[src/rtl/ahcc_pkg.sv]
// ----------------------------------------------------------------------------
// ahcc_pkg
// Shared widths, register codes and interface types for the additive hash
// collision counter and its remainder unit.
// ----------------------------------------------------------------------------
package ahcc_pkg;

   localparam int SUM_W    = 31;
   localparam int CODE_W   = 8;
   localparam int SIZE_W   = 17;
   localparam int COUNT_W  = 17;
   localparam int BUCKET_W = 16;
   localparam int HIT_W    = 2;
   localparam int CSR_AW   = 3;
   localparam int CSR_DW   = 32;

   localparam int DEFAULT_TABLE_DEPTH = 65536;

   localparam logic [SUM_W-1:0]   SUM_MAX    = {SUM_W{1'b1}};
   localparam logic [COUNT_W-1:0] COUNT_MAX  = {COUNT_W{1'b1}};
   localparam logic [HIT_W-1:0]   HIT_MAX    = {HIT_W{1'b1}};
   localparam logic [HIT_W-1:0]   HIT_PAIR   = HIT_W'(2);
   localparam logic [SUM_W-1:0]   BASE_RESET = SUM_W'(5003);
   localparam logic [SIZE_W-1:0]  SIZE_RESET = SIZE_W'(5000);

   // register select is the word address, paddr[2]
   localparam logic REG_HASH_BASE  = 1'b0;
   localparam logic REG_TABLE_SIZE = 1'b1;

   localparam logic MODE_CHAR  = 1'b0;
   localparam logic MODE_CLEAR = 1'b1;

   // remainder unit: one dividend bit per cycle
   localparam int DIV_STEPS = SUM_W;
   localparam int DIV_CNT_W = $clog2(DIV_STEPS + 1);

   typedef struct packed {
      logic             start;
      logic [SUM_W-1:0] dividend;
      logic [SUM_W-1:0] divisor;
   } div_req_type;

   typedef struct packed {
      logic             busy;
      logic             done;
      logic [SUM_W-1:0] rem;
   } div_rsp_type;

endpackage

[src/rtl/ahcc_rem_unit.sv]
// ----------------------------------------------------------------------------
// ahcc_rem_unit
// Restoring remainder unit, one dividend bit per cycle. Divisor must be
// nonzero. done pulses for one cycle with rem valid.
// ----------------------------------------------------------------------------
module ahcc_rem_unit
   import ahcc_pkg::*;
(
   input  logic        clock,
   input  logic        reset,
   input  div_req_type req,
   output div_rsp_type rsp
);

   logic [SUM_W-1:0]     rem_ff, rem_in;
   logic [SUM_W-1:0]     quo_ff, quo_in;
   logic [SUM_W-1:0]     dvs_ff, dvs_in;
   logic [DIV_CNT_W-1:0] cnt_ff, cnt_in;
   logic                 busy_ff, busy_in;
   logic                 done_ff, done_in;
   logic [SUM_W:0]       trial;
   logic [SUM_W:0]       diff;

   assign trial = {rem_ff, quo_ff[SUM_W-1]};
   assign diff  = trial - {1'b0, dvs_ff};

   always_comb begin
      rem_in  = rem_ff;
      quo_in  = quo_ff;
      dvs_in  = dvs_ff;
      cnt_in  = cnt_ff;
      busy_in = busy_ff;
      done_in = 1'b0;
      if (req.start) begin
         rem_in  = '0;
         quo_in  = req.dividend;
         dvs_in  = req.divisor;
         cnt_in  = DIV_CNT_W'(DIV_STEPS);
         busy_in = 1'b1;
      end else if (busy_ff) begin
         // trial < 2*divisor, so one conditional subtract restores the range
         rem_in = diff[SUM_W] ? trial[SUM_W-1:0] : diff[SUM_W-1:0];
         quo_in = {quo_ff[SUM_W-2:0], 1'b0};
         cnt_in = cnt_ff - DIV_CNT_W'(1);
         if (cnt_ff == DIV_CNT_W'(1)) begin
            busy_in = 1'b0;
            done_in = 1'b1;
         end
      end
   end

   always_ff @(posedge clock) begin
      if (reset) begin
         busy_ff <= 1'b0;
         done_ff <= 1'b0;
         cnt_ff  <= '0;
      end else begin
         busy_ff <= busy_in;
         done_ff <= done_in;
         cnt_ff  <= cnt_in;
      end
      rem_ff <= rem_in;
      quo_ff <= quo_in;
      dvs_ff <= dvs_in;
   end

   assign rsp.busy = busy_ff;
   assign rsp.done = done_ff;
   assign rsp.rem  = rem_ff;

endmodule
[config.mk]
export PLATFORM = sky130hd
export DESIGN_NAME = ahcc_rem_unit
export DESIGN_NICKNAME = d
export VERILOG_FILES = /design/src/rtl/ahcc_pkg.sv /design/src/rtl/ahcc_rem_unit.sv
export SDC_FILE = /design/constraint.sdc
export NUM_CORES = 1
export LEC_CHECK = 0
export ABC_CLOCK_PERIOD_IN_PS = 3200
export BUFFER_PORTS_ARGS = -buffer_cell sky130_fd_sc_hd__buf_2
export CORE_MARGIN = 2
export CORE_UTILIZATION = 51
export CTS_CLUSTER_SIZE = 20
export DETAILED_ROUTE_END_ITERATION = 8
export HOLD_SLACK_MARGIN = 0.12
export PLACE_DENSITY = 0.84
export SLEW_MARGIN = 20
export SYNTH_ARGS = -nofsm -noshare
export SYNTH_HDL_FRONTEND = slang
export SYNTH_SLANG_ARGS = --single-unit
[constraint.sdc]
create_clock -name clock -period 3.2 [get_ports clock]
set_input_delay 0.64 -clock clock [delete_from_list [all_inputs] [get_ports clock]]
set_output_delay 0.64 -clock clock [all_outputs]
set_load 0.01 [all_outputs]
Word-level counts from Yosys, hierarchy flattened
Index checks and enable logic that the tools add are counted. W data, S select, Z words.

Register bits after elaboration: 100. Input port bits: 65. Output and inout bits: 33. Logic and storage cells: 21.

$add $sub $neg: 2. Equality and inequality tests: 1. Multiplexer cells: 9. Bitwise gates (word level): 1. Reduce and logical (&&, ||, !) cells: 2.

Operator list (count): $mux W31 (3); $sub A32 B31 Y32 (1); $mux W5 (2); $eq A5 B1 Y1 const B (1); $sub A5 B1 Y5 const B (1); $mux W1 (4); $reduce_or A3 Y1 (1); $reduce_bool A2 Y1 (1); $not A1 Y1 (1).

Longest topological paths before layout
Word-level depth: 4. Gate-level depth with buffers: 13. Mapped depth without buffers: 13.

Worst setup path after synthesis
No wires, ideal clock.

Kind: register -> register. Start point: reg quo_ff[30]. End point: reg rem_ff[26]. Library setup time: 0.122 ns. Data arrival time: 2.928 ns. Data required time: 3.078 ns. Path slack: 0.150 ns. Stages on the path, launching flop included: 14. Path buffers: 0. Clock period less this slack: 3.050 ns. Cell sequence: edfxtp_1 > inv_1 > ha_1 > inv_1 > fa_1 > a21o_1 > a221o_1 > nand4_1 > a211oi_1 > a21o_1 > a2111o_1 > a21oi_1 > xnor2_1 > a311o_1.

Word-level cells in the longest chain between the ends: 2.

Ends and longest elaborated chain: start: declaration (line ahcc_rem_unit.sv:16) `logic [SUM_W-1:0] quo_ff, quo_in;`; start signal: assignment (line ahcc_rem_unit.sv:63) `quo_ff <= quo_in;`; $sub A32 B31 Y32 (line ahcc_rem_unit.sv:25) `assign diff = trial - {1'b0, dvs_ff};`; $mux W31 (line ahcc_rem_unit.sv:42) `rem_in = diff[SUM_W] ? trial[SUM_W-1:0] : diff[SUM_W-1:0];`; end signal: assignment (line ahcc_rem_unit.sv:62) `rem_ff <= rem_in;`; end: declaration (line ahcc_rem_unit.sv:15) `logic [SUM_W-1:0] rem_ff, rem_in;`.

Every way passes these cells. A chain may end at the register's enable or synchronous reset.

Final worst setup path
Same ends and word-level chain as after synthesis.

==> results by group <==
Cells and area
  • Cell Count, Final, Fillers Out: 803
  • Final Util: 62.2%
  • Area growth, synth to finish: 18.5%
  • Nets: around 760
  • Filler instances: between 800 and 900
  • Antenna Cells: 0
  • Proportion of layout cells with a drive suffix above 1: 30.0%

Global routing
  • Initial antenna violation count: 0
  • Grt ovf: 0
  • Number of global-route vias before repair: 4381
  • GR Util All Layers: between 20 and 25%
  • First-pass GRT wire length: about 20000 um
  • Largest net degree at the start of global routing: 39

Hold path
  • Hold Startpoint: req[30]
  • Hold path depth: 1
  • Hold path endpoint: dvs_ff[30]
  • Worst min-delay path class: primary input to flip-flop

Critical path
  • Critical R2R Launch: quo_ff[30]
  • Crit-path cells: inv_1, ha_2, inv_2, fa_2, a21o_1, a221o_1, nand4_1, a211oi_2, a21o_1, a2111o_1, a21oi_2, xnor2_1, a311o_1
  • R2r endpoint: rem_ff[26]
  • Critical Path End Type: flip-flop
  • CP required: 3.48 ns
  • Critical path's slowest cell: a2111o_1
  • Crit path from: quo_ff[30]
  • Crit start category: flip-flop
  • R2R Setup Slk: 0.05 ns
  • Worst EP arrival: 3.43 ns
  • Biggest cell delay along the critical path: 0.47 ns
  • Critical path class: flip-flop to flip-flop
  • Most used cell, CP: a21o_1
  • CP Max Fanout: 2
  • Reg2Reg Depth: 13

Detailed routing
  • Vias: 4613
  • DRC: 0
  • Met3 WL: 962 um
  • Post-Route M1 WL: ~5700 um
  • First-pass DRT Iterations: 5
  • Vias per Instance: ~5.7
  • Post-DRT Antenna Nets: 0
  • Total wire length: 13600 um
  • DRT iter0 DRCs: roughly 270
  • DR WL met2: 6670 um
  • Routed WL per cell: approximately 17 um
  • Top sig layer: met4

STA
  • Worst Tran Pin Value: 0.664 ns
  • Setup violators final: 0
  • Hold Vio Cnt, Final: 0
  • Pins Over Slew Limit: 0
  • Final Skew: a little over 0.02 ns
  • Tcrit/Tclk final: between 90 and 100%
  • Final min period: around 3.1 ns
  • RSZ-0062 raised after global routing: yes
  • Max Clock Freq: 0.318 GHz
  • Rel. slew slack: 55.7%

Yosys
  • Flops & latches, synth: 100
  • Ys async rst share: 0%
  • Synth unique cells: 58
  • Post-Synthesis Cells: 555
  • Top cells by area, synth: edfxtp_1, dfxtp_1, ha_1, mux2_2, nand2_1
  • Main synth FF type: edfxtp_1
  • Register area share after synthesis: 46.1%
  • Largest area contributor in the synthesized netlist: edfxtp_1
  • Syn_area_per_cell: roughly 10 um^2
  • Most common cell in the netlist: edfxtp_1
  • Post-synth top cells: edfxtp_1, nand2_1, nor2_1
  • Yosys Warn Count: 0
  • Post-Syn Area: 0.00569 mm^2
  • Area share of the largest cell type after synthesis: 32.7%
  • Synth Net Count: 654
  • Post-synth EDFFs: 62

Power
  • IR drop worst, VDD: 0.258 mV
  • P per Cell Area: 514 mW/mm^2
  • Static Leak: approximately 2.9 nW

Placed design
  • Buffers on Ports: 97
  • Routability cong.: 0.915
  • Post-DP HPWL: 9080 um
  • Inst Count DP: 779

Status
  • Status: completed

Clock network
  • Clk Latency, worst-skew pair: 0.39 ns
  • Htree depth: 3
  • Sink Count: 100
  • Root Buffer: clkbuf_8
  • CTS tree: built
  • Cts bufs inserted: 9
  • Hold buffers post-CTS: 0
  • Clk buf depth: 2
  • CTS clk-pin slew, worst paths: 0.12 ns

Floorplan
  • Core Rows: 38
  • Die Width: 110 um
  • Core Footprint: about 0.011 mm^2
  • Top Ports: 98
  • Die Y: about 110 um
  • Initial cell density of the core: 52.4%
  • Die area: 0.0120 mm^2

Run
  • Max-cap violations: 0
==> worst max-delay path, delay by kind of cell (launching register included) <==
kind                       cells  cell delay, ns
xor gates and xnor gates       1            0.09
DFF                            1            0.44
adders and majority gates      2            0.55
buffers and inverters          2            0.14
AOI/OAI and AO/OA              7            1.67
and+or+nand+nor                1            0.15
==> how the worst max path moves through the flow <==
stage                  to  slack, ns
2_1_floorplan  rem_ff[26]       0.15
3_3_place_gp   rem_ff[26]       0.07
3_5_place_dp   rem_ff[26]      -0.03
4_1_cts        rem_ff[26]       0.03
5_1_grt        rem_ff[26]      -0.07
6_report       rem_ff[26]       0.05
==> repair_timing <==
action | in CTS | in global routing
setup buffers | 1 | 5
cloned | 0 | 2
resized for setup | 3 | 15
endpoints found under the setup margin | 2 | 18
pin swaps | 2 | 13
==> area by class of cell <==
cell class | instances | area (um^2) | share of cell area, %
Inverter | 39 | 146 | 2.17
Multi-Input combinational cell | 389 | 2860 | 42.5
Timing Repair Buffer | 119 | 708 | 10.5
Clock inverter | 7 | 100 | 1.49
Clock buffer | 9 | 124 | 1.84
Tap cell | 140 | 175 | 2.60
Sequential cell | 100 | 2620 | 38.9
==> cell usage in the layout (no fill, tap or decap), types with 5 or more instances in the layout <==
master,instances
buf_2,96
edfxtp_1,62
nand2_1,61
nor2_1,43
inv_1,38
dfxtp_1,37
mux2_2,30
ha_1,30
a21oi_1,26
nand3_1,26
buf_4,18
xnor2_1,16
o21ai_0,15
a311oi_2,14
xor2_1,13
a21o_1,12
nand2b_1,9
clkbuf_8,9
a31oi_1,8
and2_1,6
and3_1,6
o211ai_1,5
nand4_1,5
nor2b_1,5
nor3_1,5
o311ai_1,5
==> layer usage <==
metal	GRT usage, %	vias up
met5	0	-
met4	7.14	0
met3	6.11	24
met2	36.2	163
met1	27.1	2202
li1	-	2224
==> per-stage QoR <==
stage               hold slack [ns]  setup TNS [ns]  power (W)  setup WS (ns)  cell area (um^2)
floorplan                     0.485               0    0.00223          0.150              5690
global placement              0.496               0    0.00245         0.0729              6340
detailed placement            0.509         -0.0305    0.00248        -0.0305              6340
CTS                           0.412               0    0.00338         0.0314              6580
global route                  0.406          -0.156    0.00364        -0.0711              6740
finish                        0.422               0    0.00347         0.0528              6740
==> power by group <==
| group | leakage (nW) | switching [W] | internal (W) |
|---|---|---|---|
| registers | 0.928 | 0.0000863 | 0.00150 |
| logic | 1.87 | 0.000547 | 0.000433 |
| clock network | 0.112 | 0.000512 | 0.000387 |
| total | 2.91 | 0.00115 | 0.00232 |
==> cell families (layout without fill, tap and decap cells) <==
logic type | after synthesis | count (layout) | synth area share (%)
AO/OA/AOI/OAI | 116 | 116 | 15.7
adder cells (fa/ha/maj) | 34 | 34 | 7.61
XOR/XNOR | 30 | 30 | 4.95
flip-flops | 100 | 100 | 46.1
multiplexers | 31 | 31 | 6.12
buffers and inverters | 66 | 174 | 4.86
AND/OR/NAND/NOR | 178 | 178 | 14.6
==> flip-flops by register name, summed over array words and instances, names as in the netlist <==
register,cells
dvs_ff,31
quo_ff,31
rem_ff,31
done_ff,1
cnt_ff,5
busy_ff,1
Note: power is estimated with default switching activity, not from simulation.
